==> src/design/ngeh_pkg.sv <==
// Shared types, widths and constants for the noise gate with envelope hold.
package ngeh_pkg;

    localparam int SAMPLE_BITS = 16;
    localparam int FRAC_BITS   = 16;
    localparam int ENV_W       = SAMPLE_BITS + FRAC_BITS;
    localparam int COEF_W      = 24;
    localparam int GAIN_W      = FRAC_BITS + 1;
    localparam int HOLD_W      = 16;
    localparam int THR_W       = 16;

    localparam int MUL_A_W = COEF_W + 1;
    localparam int MUL_B_W = ENV_W;
    localparam int MUL_P_W = MUL_A_W + MUL_B_W;

    localparam int CFG_IDX_W  = 3;
    localparam int CFG_DATA_W = 24;

    localparam logic [CFG_IDX_W-1:0] REG_GATE_THRESHOLD = 3'd0;
    localparam logic [CFG_IDX_W-1:0] REG_ATTACK_COEF    = 3'd1;
    localparam logic [CFG_IDX_W-1:0] REG_RELEASE_COEF   = 3'd2;
    localparam logic [CFG_IDX_W-1:0] REG_HOLD_SAMPLES   = 3'd3;
    localparam logic [CFG_IDX_W-1:0] REG_GATE_ENABLE    = 3'd4;

    localparam logic [THR_W-1:0]  RST_GATE_THRESHOLD = 16'd328;
    localparam logic [COEF_W-1:0] RST_ATTACK_COEF    = 24'd16431308;
    localparam logic [COEF_W-1:0] RST_RELEASE_COEF   = 24'd16773721;
    localparam logic [HOLD_W-1:0] RST_HOLD_SAMPLES   = 16'd2400;

    localparam logic [MUL_A_W-1:0] COEF_ONE       = {1'b1, {COEF_W{1'b0}}};
    localparam logic [MUL_A_W-1:0] GAIN_STEP_COEF = 25'd167772;
    localparam logic [GAIN_W-1:0]  GAIN_ONE       = {1'b1, {FRAC_BITS{1'b0}}};

    typedef struct packed {
        logic signed [SAMPLE_BITS-1:0] sample_in;
        logic                          block_end;
    } t_in_item;

    typedef struct packed {
        logic signed [SAMPLE_BITS-1:0] sample_out;
        logic                          gate_open;
        logic                          block_end_out;
    } t_out_item;

    typedef struct packed {
        logic [THR_W-1:0]  gate_threshold;
        logic [COEF_W-1:0] attack_coef;
        logic [COEF_W-1:0] release_coef;
        logic [HOLD_W-1:0] hold_samples;
        logic              gate_enable;
    } t_cfg;

    typedef struct packed {
        logic [MUL_A_W-1:0] a;
        logic [MUL_B_W-1:0] b;
    } t_mul_op;

endpackage

==> src/design/noise_gate_envelope_hold_core.sv <==
// Top level of the noise gate: sequencer, envelope/hold/gain state and result register.
//
//  channel | direction | handshake                  | payload
//  --------+-----------+----------------------------+------------------------------
//  in      | input     | i_in_valid / o_in_stall    | i_in_data  (t_in_item)
//  out     | output    | o_out_valid / i_out_stall  | o_out_data (t_out_item)
//  cfg     | input     | i_cfg_valid / o_cfg_ready  | i_cfg_index, i_cfg_data
//
// A filtered sample steps through M1, M2, M3, CMP, GS, GU, OM and OUT, a sample in
// the hold phase starts at CMP, and a bypassed sample goes straight to OUT; a new
// sample is taken only in IDLE. All products go through the one shared multiplier.
// Reset is synchronous and active low; it returns the envelope and hold count to zero
// and the smoothed gain to one. A stalled result waits in the output register while
// the sequencer holds in its final step.
module noise_gate_envelope_hold_core (
    input  logic                             i_clk,
    input  logic                             i_rst_n,
    input  logic                             i_in_valid,
    output logic                             o_in_stall,
    input  ngeh_pkg::t_in_item               i_in_data,
    output logic                             o_out_valid,
    input  logic                             i_out_stall,
    output ngeh_pkg::t_out_item              o_out_data,
    input  logic                             i_cfg_valid,
    output logic                             o_cfg_ready,
    input  logic [ngeh_pkg::CFG_IDX_W-1:0]   i_cfg_index,
    input  logic [ngeh_pkg::CFG_DATA_W-1:0]  i_cfg_data
);

    localparam int SB     = ngeh_pkg::SAMPLE_BITS;
    localparam int FRAC   = ngeh_pkg::FRAC_BITS;
    localparam int ENV_W  = ngeh_pkg::ENV_W;
    localparam int COEF_W = ngeh_pkg::COEF_W;
    localparam int GAIN_W = ngeh_pkg::GAIN_W;
    localparam int HOLD_W = ngeh_pkg::HOLD_W;
    localparam int A_W    = ngeh_pkg::MUL_A_W;
    localparam int B_W    = ngeh_pkg::MUL_B_W;
    localparam int P_W    = ngeh_pkg::MUL_P_W;
    localparam int THX_W  = ngeh_pkg::THR_W + FRAC;
    localparam int CMP_W  = (ENV_W > THX_W) ? ENV_W : THX_W;

    localparam logic [3:0] ST_IDLE = 4'd0;
    localparam logic [3:0] ST_M1   = 4'd1;
    localparam logic [3:0] ST_M2   = 4'd2;
    localparam logic [3:0] ST_M3   = 4'd3;
    localparam logic [3:0] ST_CMP  = 4'd4;
    localparam logic [3:0] ST_GS   = 4'd5;
    localparam logic [3:0] ST_GU   = 4'd6;
    localparam logic [3:0] ST_OM   = 4'd7;
    localparam logic [3:0] ST_OUT  = 4'd8;

    ngeh_pkg::t_cfg      cfg;
    ngeh_pkg::t_mul_op   mul_op;
    ngeh_pkg::t_out_item n_out;
    logic                mul_en;
    logic [P_W-1:0]      prod;

    logic [3:0]          r_state;
    logic [ENV_W-1:0]    r_env;
    logic [HOLD_W-1:0]   r_hold;
    logic [GAIN_W-1:0]   r_gain;
    logic [SB-1:0]       r_raw;
    logic [SB-1:0]       r_mag;
    logic                r_neg;
    logic                r_blk;
    logic                r_bypass;
    logic [COEF_W-1:0]   r_coef;
    logic [P_W-1:0]      r_acc;
    logic                r_open;
    logic                r_out_valid;
    ngeh_pkg::t_out_item r_out;

    logic [SB-1:0]       in_raw;
    logic                in_neg;
    logic [SB-1:0]       in_mag;
    logic [ENV_W-1:0]    in_level;
    logic                accept;
    logic                out_free;
    logic [P_W-1:0]      env_sum;
    logic [P_W-1:0]      step_sum;
    logic [GAIN_W-1:0]   step;
    logic [GAIN_W-1:0]   gain_diff;
    logic [SB-1:0]       prod_mag;

    ngeh_cfg u_cfg (
        .i_clk       (i_clk),
        .i_rst_n     (i_rst_n),
        .i_cfg_valid (i_cfg_valid),
        .o_cfg_ready (o_cfg_ready),
        .i_cfg_index (i_cfg_index),
        .i_cfg_data  (i_cfg_data),
        .o_cfg       (cfg)
    );

    ngeh_mul u_mul (
        .i_clk  (i_clk),
        .i_en   (mul_en),
        .i_op   (mul_op),
        .o_prod (prod)
    );

    // The magnitude of the most negative sample wraps to exactly half of full scale.
    assign in_raw   = i_in_data.sample_in;
    assign in_neg   = in_raw[SB-1];
    assign in_mag   = in_neg ? (~in_raw + 1'b1) : in_raw;
    assign in_level = {in_mag, {FRAC{1'b0}}};

    assign accept   = i_in_valid && (r_state == ST_IDLE);
    assign out_free = !r_out_valid || !i_out_stall;

    assign o_in_stall  = (r_state != ST_IDLE);
    assign o_out_valid = r_out_valid;
    assign o_out_data  = r_out;

    assign env_sum   = r_acc + prod;
    assign step_sum  = prod + P_W'(ngeh_pkg::COEF_ONE - 1'b1);
    assign step      = step_sum[COEF_W +: GAIN_W];
    assign gain_diff = r_open ? (ngeh_pkg::GAIN_ONE - r_gain) : r_gain;
    assign prod_mag  = prod[FRAC +: SB];

    always_comb begin
        mul_en   = 1'b0;
        mul_op.a = '0;
        mul_op.b = '0;
        case (r_state)
            ST_M1: begin
                mul_en   = 1'b1;
                mul_op.a = A_W'(r_coef);
                mul_op.b = r_env;
            end
            ST_M2: begin
                mul_en   = 1'b1;
                mul_op.a = ngeh_pkg::COEF_ONE - A_W'(r_coef);
                mul_op.b = {r_mag, {FRAC{1'b0}}};
            end
            ST_GS: begin
                mul_en   = 1'b1;
                mul_op.a = ngeh_pkg::GAIN_STEP_COEF;
                mul_op.b = B_W'(gain_diff);
            end
            ST_OM: begin
                mul_en   = 1'b1;
                mul_op.a = A_W'(r_gain);
                mul_op.b = B_W'(r_mag);
            end
            default: begin
            end
        endcase
    end

    always_comb begin
        n_out.block_end_out = r_blk;
        if (r_bypass) begin
            n_out.sample_out = r_raw;
            n_out.gate_open  = 1'b0;
        end else begin
            n_out.sample_out = r_neg ? (~prod_mag + 1'b1) : prod_mag;
            n_out.gate_open  = r_open;
        end
    end

    always_ff @(posedge i_clk) begin
        if (!i_rst_n) begin
            r_state     <= ST_IDLE;
            r_env       <= '0;
            r_hold      <= '0;
            r_gain      <= ngeh_pkg::GAIN_ONE;
            r_out_valid <= 1'b0;
        end else begin
            if ((r_state == ST_OUT) && out_free) begin
                r_out_valid <= 1'b1;
            end else if (!i_out_stall) begin
                r_out_valid <= 1'b0;
            end
            case (r_state)
                ST_IDLE: begin
                    if (accept) begin
                        if (!cfg.gate_enable) begin
                            r_state <= ST_OUT;
                        end else if (in_level > r_env) begin
                            r_hold  <= cfg.hold_samples;
                            r_state <= ST_M1;
                        end else if (r_hold != '0) begin
                            r_hold  <= r_hold - 1'b1;
                            r_state <= ST_CMP;
                        end else begin
                            r_state <= ST_M1;
                        end
                    end
                end
                ST_M1: begin
                    r_state <= ST_M2;
                end
                ST_M2: begin
                    r_state <= ST_M3;
                end
                ST_M3: begin
                    r_env   <= env_sum[COEF_W +: ENV_W];
                    r_state <= ST_CMP;
                end
                ST_CMP: begin
                    r_state <= ST_GS;
                end
                ST_GS: begin
                    r_state <= ST_GU;
                end
                ST_GU: begin
                    // The rounded-up step lets the gain land exactly on zero or one.
                    r_gain  <= r_open ? (r_gain + step) : (r_gain - step);
                    r_state <= ST_OM;
                end
                ST_OM: begin
                    r_state <= ST_OUT;
                end
                ST_OUT: begin
                    if (out_free) begin
                        r_state <= ST_IDLE;
                    end
                end
                default: begin
                    r_state <= ST_IDLE;
                end
            endcase
        end
    end

    always_ff @(posedge i_clk) begin
        if (accept) begin
            r_raw    <= in_raw;
            r_mag    <= in_mag;
            r_neg    <= in_neg;
            r_blk    <= i_in_data.block_end;
            r_bypass <= !cfg.gate_enable;
            r_coef   <= (in_level > r_env) ? cfg.attack_coef : cfg.release_coef;
        end
        if (r_state == ST_M2) begin
            r_acc <= prod;
        end
        if (r_state == ST_CMP) begin
            r_open <= CMP_W'(r_env) > CMP_W'({cfg.gate_threshold, {FRAC{1'b0}}});
        end
        if ((r_state == ST_OUT) && out_free) begin
            r_out <= n_out;
        end
    end

endmodule

==> src/design/ngeh_cfg.sv <==
// Configuration register file for the noise gate.
module ngeh_cfg (
    input  logic                             i_clk,
    input  logic                             i_rst_n,
    input  logic                             i_cfg_valid,
    output logic                             o_cfg_ready,
    input  logic [ngeh_pkg::CFG_IDX_W-1:0]   i_cfg_index,
    input  logic [ngeh_pkg::CFG_DATA_W-1:0]  i_cfg_data,
    output ngeh_pkg::t_cfg                   o_cfg
);

    ngeh_pkg::t_cfg r_cfg;

    assign o_cfg_ready = 1'b1;
    assign o_cfg       = r_cfg;

    always_ff @(posedge i_clk) begin
        if (!i_rst_n) begin
            r_cfg.gate_threshold <= ngeh_pkg::RST_GATE_THRESHOLD;
            r_cfg.attack_coef    <= ngeh_pkg::RST_ATTACK_COEF;
            r_cfg.release_coef   <= ngeh_pkg::RST_RELEASE_COEF;
            r_cfg.hold_samples   <= ngeh_pkg::RST_HOLD_SAMPLES;
            r_cfg.gate_enable    <= 1'b1;
        end else if (i_cfg_valid) begin
            // Writes to an index outside the register list are dropped.
            case (i_cfg_index)
                ngeh_pkg::REG_GATE_THRESHOLD: begin
                    r_cfg.gate_threshold <= i_cfg_data[ngeh_pkg::THR_W-1:0];
                end
                ngeh_pkg::REG_ATTACK_COEF: begin
                    r_cfg.attack_coef <= i_cfg_data[ngeh_pkg::COEF_W-1:0];
                end
                ngeh_pkg::REG_RELEASE_COEF: begin
                    r_cfg.release_coef <= i_cfg_data[ngeh_pkg::COEF_W-1:0];
                end
                ngeh_pkg::REG_HOLD_SAMPLES: begin
                    r_cfg.hold_samples <= i_cfg_data[ngeh_pkg::HOLD_W-1:0];
                end
                ngeh_pkg::REG_GATE_ENABLE: begin
                    r_cfg.gate_enable <= i_cfg_data[0];
                end
                default: begin
                end
            endcase
        end
    end

endmodule

==> src/design/ngeh_mul.sv <==
// Shared registered multiplier used for every product of the gate datapath.
module ngeh_mul (
    input  logic                           i_clk,
    input  logic                           i_en,
    input  ngeh_pkg::t_mul_op              i_op,
    output logic [ngeh_pkg::MUL_P_W-1:0]   o_prod
);

    localparam int P_W = ngeh_pkg::MUL_P_W;

    logic [P_W-1:0] r_prod;

    assign o_prod = r_prod;

    always_ff @(posedge i_clk) begin
        if (i_en) begin
            r_prod <= P_W'(i_op.a) * P_W'(i_op.b);
        end
    end

endmodule

==> config.mk <==
export PLATFORM = sky130hd
export DESIGN_NAME = noise_gate_envelope_hold_core
export DESIGN_NICKNAME = d
export VERILOG_FILES = /design/src/design/ngeh_pkg.sv /design/src/design/noise_gate_envelope_hold_core.sv /design/src/design/ngeh_cfg.sv /design/src/design/ngeh_mul.sv
export SDC_FILE = /design/constraint.sdc
export NUM_CORES = 2
export LEC_CHECK = 0
export CAP_MARGIN = 20
export CORE_ASPECT_RATIO = 0.5
export CORE_UTILIZATION = 65
export DETAILED_ROUTE_END_ITERATION = 8
export DONT_BUFFER_PORTS = 1
export PLACE_DENSITY = 0.81
export SLEW_MARGIN = 20
export SYNTH_ARGS = -nofsm -noshare
export SYNTH_HDL_FRONTEND = slang
export SYNTH_SLANG_ARGS = --single-unit
export TNS_END_PERCENT = 5
==> constraint.sdc <==
create_clock -name i_clk -period 14.5 [get_ports i_clk]
set_input_delay 3.625 -clock i_clk [delete_from_list [all_inputs] [get_ports i_clk]]
set_output_delay 3.625 -clock i_clk [all_outputs]
set_load 0.1 [all_outputs]
# Yosys cells after proc, flatten, opt, wreduce, memory -nomap -nowiden
# Cells that the tools add are included.
# totals
ff_bits	341
inputBits	49
output_inout_bits	21
# op_classes
n_addsub	9
multipliers	1
order_cmp	2
n_eq_ne	15
muxes	18
bitwise	2
n_reduce_logical	19
# ops
op	n
case mux 57 bit (4 select lines)	1
> comparator 32 bit	2
two-way mux 16 bit	4
adder 56 bit	1
multiplier 25 x 32 -> 56 bit	1
two-way mux 17 bit	3
adder 41 x 24 -> 41 bit (second input constant)	1
case mux 4 bit (9 select lines)	1
adder 16 x 1 -> 16 bit (second input constant)	2
NOT 16 bit	2
subtractor 25 x 24 -> 25 bit (first input constant)	1
two-way mux 24 bit	1
adder 17 bit	1
subtractor 17 bit	1
subtractor 17 bit (first input constant)	1
== test 4 x 3 -> 1 bit (second input constant)	4
nonzero test 16 bit	1
subtractor 16 x 1 -> 16 bit (second input constant)	1
two-way mux 4 bit	3
AND reduction 2 bit	6
== test 4 x 2 -> 1 bit (second input constant)	2
== test 3 x 2 -> 1 bit (second input constant)	2
two-way mux 3 bit	2
== test 4 x 1 -> 1 bit (second input constant)	1
15 further kinds	21

# Longest topological paths before layout
# logic_depth
word_depth	8
depth_mapped	36
ltp_nobuf	35

# Modules after synthesis
# Synthesis repeated with hierarchy kept, for this count alone.
# unflattened
hier_cells	4896
area_unflattened_um2	44989.4
# modules_own_cells
module	instances	cells_each	area_each_um2	seq_area_each_um2
ngeh_mul	1	3013	27722.8	1711.6
noise_gate_envelope_hold_core	1	1569	14014.7	5365.1
ngeh_cfg	1	314	3251.9	1621.6

# Worst setup path after synthesis
# OpenSTA, ideal clock, no wires.
# synth_timing
path_kind	flip-flop to flip-flop
from	reg r_state[3]
to	reg u_mul.r_prod[35] (netlist: u_mul.o_prod[35]) (data pin)
setup_time_ps	258
arrival_time_ps	9857
t_required_ps	14242
path_slack_ps	4385
path_stages_with_launch	31
n_path_buf	4
path_cell_list	dfxtp_1 -> clkbuf_1 -> nor2_1 -> nand2_1 -> inv_1 -> clkbuf_1 -> clkbuf_1 -> buf_1 -> a22oi_1 -> nor2_1 -> fa_1 -> fa_1 -> inv_1 -> fa_1 -> fa_1 -> inv_1 -> fa_1 -> fa_1 -> inv_1 -> fa_1 -> inv_1 -> ha_1 -> and3_1 -> a311o_1 -> a31o_2 -> o211a_1 -> a221oi_1 -> o211a_1 -> o21bai_1 -> a21oi_1 -> xnor2_1
# synth_via
elab_chain_len	3
elab_cells_between_ends	6
cone_classes	mul: 1; eq/ne: 4; mux: 1
# synth_rtl
element	line	rtl
start: declaration	noise_gate_envelope_hold_core.sv:58	logic [3:0] r_state;
start signal: assignment	noise_gate_envelope_hold_core.sv:164	r_state <= ST_IDLE;
start signal: assignment	noise_gate_envelope_hold_core.sv:179	r_state <= ST_OUT;
start signal: assignment	noise_gate_envelope_hold_core.sv:182	r_state <= ST_M1;
== test 4 x 3 -> 1 bit (tied with other cells)	noise_gate_envelope_hold_core.sv:125	case (r_state)
case mux 57 bit (4 select lines) (*)	noise_gate_envelope_hold_core.sv:125	
multiplier 25 x 32 -> 56 bit (*)	ngeh_mul.sv:17	r_prod <= P_W'(i_op.a) * P_W'(i_op.b);
end signal: assignment	ngeh_mul.sv:17	
end: declaration	ngeh_mul.sv:11	logic [P_W-1:0] r_prod;
# Every way passes the cells marked *; elsewhere a longest branch is shown, timed or not.
# A chain may end at the register's enable or synchronous reset.

# Final worst setup path
# layout_timing
from	reg r_coef[0]
to	reg u_mul.r_prod[53] (netlist: u_mul.o_prod[53]) (data pin)
# layout_via
elab_chain_len	3
# layout_rtl
element	line	rtl
start: declaration	noise_gate_envelope_hold_core.sv:67	logic [COEF_W-1:0] r_coef;
start signal: assignment	noise_gate_envelope_hold_core.sv:234	r_coef <= (in_level > r_env) ? cfg.attack_coef : cfg.release_coef;
subtractor 25 x 24 -> 25 bit	noise_gate_envelope_hold_core.sv:133	mul_op.a = ngeh_pkg::COEF_ONE - A_W'(r_coef);
case mux 57 bit (4 select lines) (*)	noise_gate_envelope_hold_core.sv:125	
multiplier 25 x 32 -> 56 bit (*)	ngeh_mul.sv:17	
# Marks and branches as above.

==> results.txt <==
- The share of synthesized area in the top cell type comes to 0.318.
* Number of maximum-capacitance violations: 0
* Library cells used by synthesis: 81
- Total via count in the routed design: 35800
- Vias in the first global route: 36000
- In the final layout, the share of cells above drive strength 1 is 0.0477.
- VDD sags by at most 154 uV.
- FFs w/ async S/R, synth: 0
- Synthesis produced 4881 cells.
- The critical path in this run is classified as reg -> reg.
- Data arrival at the endpoint of the critical path: 11.43 ns
* Remaining design rule violation count: 0
- The final layout contains routed wiring with a total length of 133000 um.
- Final hold analysis gives a worst-case slack of 0.432 ns.
* Largest net degree at the start of global routing: 71
- The number of antenna violations at the first check in global routing was 3.
- Measured on the finished design, the core utilization comes to 0.695.
- For this run the aggregate overflow at the end of global routing stands at 0.
- Detailed-routing iteration count for the pre-antenna-repair pass: 6
- The worst setup path is captured at a register.
* Detailed Place HPWL: 102000 um
- The number of setup buffers added after CTS is 0.
- Clock-pin slew on the worst setup and hold paths: 0.07 ns
* Total track usage: 0.400
* Run status: finished clean
* Final instance area: 45500 sq um
- Leading cell types by total area after synthesis: fa_1, edfxtp_1, ha_1
* Primary FF master, synth: edfxtp_1
* FILL cells: 5120
- Post-CTS Hold Fix Bufs: 0
* Drt first-iter violations: 4346
- Tightest Hold Check Type: reg -> reg
- For the finished layout, the period the worst path requires is 11.08 ns.
* Final weighted congestion of routability-driven global placement: 1.07
* Peak Freq: 0.0903 GHz
- The critical path contains buffers and inverters numbering 4 combined.
- In this run the number of H-tree levels came out at 1.
- Sinks on the clock net: 339
- Largest driver fanout on the critical path: 16
- Setup repair after global routing left no endpoint under its margin.
- FF+latch count, synth: 339
- Critical path startpoint category: register
- Internal cell power: 0.00320 W
- At the worst endpoint, the required time is 14.85 ns.
- Fraction of the yosys area taken by sequential cells: 0.200
- Highest cell delay on the worst timing path: 0.81 ns
- CTS tree: built
* Cells after DPL: 5651
- After routing, the total negative slack on setup checks comes to 0 ns.
- Total of buffers placed on input and output ports: 0
- Count of flip-flops with a built-in enable after synthesis: 188
- Worst path top cell family by delay: adder cells
- Die ar.: 67700 sq um
* Clock network latency to the later pin of the worst-skew pair: 0.61 ns
- Cell with the biggest individual delay on the critical path: a22o_1
- Ys Warns: 0
* Clock root buffer: clkbuf_16
- Cell area after synthesis: 43300 sq um
- The clock passes through at most 3 buffers.
* Final net count: 5831
* Core Rows: 66
- The number of hold-slack violations in the final timing report is 0.
* Flop pwr share: 0.239
* Clock network fraction of total power: 0.118
- Floorplan Core Area: 65400 sq um
- After detailed placement, the total cell area comes to 44500 sq um.
* Portion of the clock cycle consumed by the worst path in the final layout: 0.764
- Via count normalized by instance count: 6.26
- The floorplan step set the die height to 184 um.
- Filler-free cell count of the finished design: 5712
* First-pass GRT wire length: 205000 um
- Worst slew slack as a fraction of its limit: 0.197
- Average wire per standard cell: 23.3 um
- Of the total power, the share spent switching nets is 0.532.
- Across the routed clock network, the largest skew measured is 0.0157 ns.
- IO Pins: 70
* Final slew viol count: 0
- For the pin with the worst max-slew slack, the measured transition is 1.20 ns.
* Pleak: 20.8 nW
* Count of nets left with antenna violations after detail routing: 0
- Area growth from synthesis to layout: 5.04%
* Cell accounting for the most synthesized area: fa_1
- Post-CTS repair changed the size of 0 cells.
* Power spent charging and discharging nets: 0.00364 W
* Pwr/cell area: 150 nW/um^2
- Horizontal extent of the die: 367 um
- Setup violations remaining at the end of the flow were counted as 0.
- Initial Utilization: 0.662
- In this design, the critical path's most frequently occurring cell is fa_1.
- Fraction of power consumed by combinational cells: 0.644
- Syn_area_per_cell: 8.87 sq um
- Number of clock buffers inserted by TritonCTS: 29
==> synthesized netlist by cell type (9+ instances only) <==
master	n
a221o_1	9
mux2i_1	19
or2_2	15
a211oi_1	24
or3_1	25
ha_1	295
nor3_1	42
nor3b_1	14
or4_1	10
nor2_1	398
inv_1	843
nand2_1	862
mux2_2	25
and3_1	15
dfxtp_1	151
nand3_1	81
o21ai_1	21
edfxtp_1	188
fa_1	687
o31a_1	12
o31ai_1	32
o21ai_0	117
xor2_1	57
o21a_1	21
a22oi_1	22
and2_1	54
a21o_1	62
nor4_1	16
a21oi_1	207
nor2b_1	12
buf_1	11
clkbuf_1	201
o21bai_1	19
nand4_1	26
xnor2_1	113
o211ai_1	16
a31oi_1	21
nand2b_1	18
==> path summary, 6_finish.rpt <==
path | slack, ns | depth (start not counted) | endpoint | start
min reg2reg | 0.43 | 0 | o_out_data[0]$_DFFE_PP_ | r_blk$_DFFE_PP_
max | 3.42 | 32 | u_mul.o_prod[53]$_DFFE_PP_ | r_coef[0]$_DFFE_PP_
min | 0.43 | 0 | o_out_data[0]$_DFFE_PP_ | r_blk$_DFFE_PP_
max reg2reg | 3.42 | 32 | u_mul.o_prod[53]$_DFFE_PP_ | r_coef[0]$_DFFE_PP_
==> layer usage <==
| metal | GRT usage | wire (um) | up-vias |
|---|---|---|---|
| li1 | - | - | 15300 |
| met1 | 0.538 | 49600 | 17600 |
| met2 | 0.593 | 56200 | 2338 |
| met3 | 0.136 | 20100 | 520 |
| met4 | 0.175 | 7170 | 2 |
| met5 | 0 | 13 | - |
==> registers in the layout, summed over array words and instances, names as in the netlist <==
| register | count |
|---|---|
| u_cfg.o_cfg | 81 |
| r_acc | 56 |
| u_mul.o_prod | 56 |
| r_env | 32 |
| r_coef | 24 |
| o_out_data | 18 |
| r_gain | 17 |
| r_hold | 16 |
| r_raw | 16 |
| r_mag | 15 |
| r_state | 4 |
| o_out_valid | 1 |
| r_blk | 1 |
| r_bypass | 1 |
| r_open | 1 |
==> kinds of logic (layout without fill, tap and decap cells) <==
group           Yosys count  count (layout)  share of synthesized area
mux                      44              44                     0.0109
compound gates          659             659                     0.0974
fa+ha+maj               982             982                      0.403
other cells               2              22                   0.000174
buf+inv                1063             990                     0.0928
simple gates           1622            1622                      0.161
flops                   339             339                      0.200
xor+xnor                170             170                     0.0344
==> power by group through the flow <==
stage	sequential, W	clock (W)	combinational (W)
floorplan	0.00152	0	0.00292
global placement	0.00163	0	0.00410
detailed placement	0.00164	0	0.00420
CTS	0.00162	0.000803	0.00423
global route	0.00165	0.000841	0.00471
finish	0.00163	0.000804	0.00440
==> stage by stage <==
stage                     worst slack (ns)  power, W
after floorplan                       4.39   0.00444
after global placement                3.94   0.00573
after detailed placement              3.74   0.00584
after CTS                             3.71   0.00665
after global routing                  2.92   0.00720
final                                 3.42   0.00684
==> layout by cell type (no fill, tap or decap), types with 79 or more instances in the layout <==
cell type    n
nor2_1     397
fa_1       687
ha_1       295
a21oi_1    205
dfxtp_1    151
nand3_1     79
nand2_1    860
o21ai_0    115
buf_4       91
edfxtp_1   188
inv_1      841
xnor2_1    113
==> final cells by class <==
| class | instances | area (sq um) | share of cell area |
|---|---|---|---|
| flip-flops and latches | 339 | 8670 | 0.191 |
| diodes | 5 | 12.5 | 0.000275 |
| clock inverters | 20 | 179 | 0.00394 |
| well taps | 884 | 1110 | 0.0243 |
| inverters | 843 | 3170 | 0.0696 |
| repair buffers | 93 | 706 | 0.0155 |
| multi-input cells | 3494 | 30900 | 0.679 |
| clock buffers | 34 | 744 | 0.0164 |
Power figures use the tool's default switching activity.
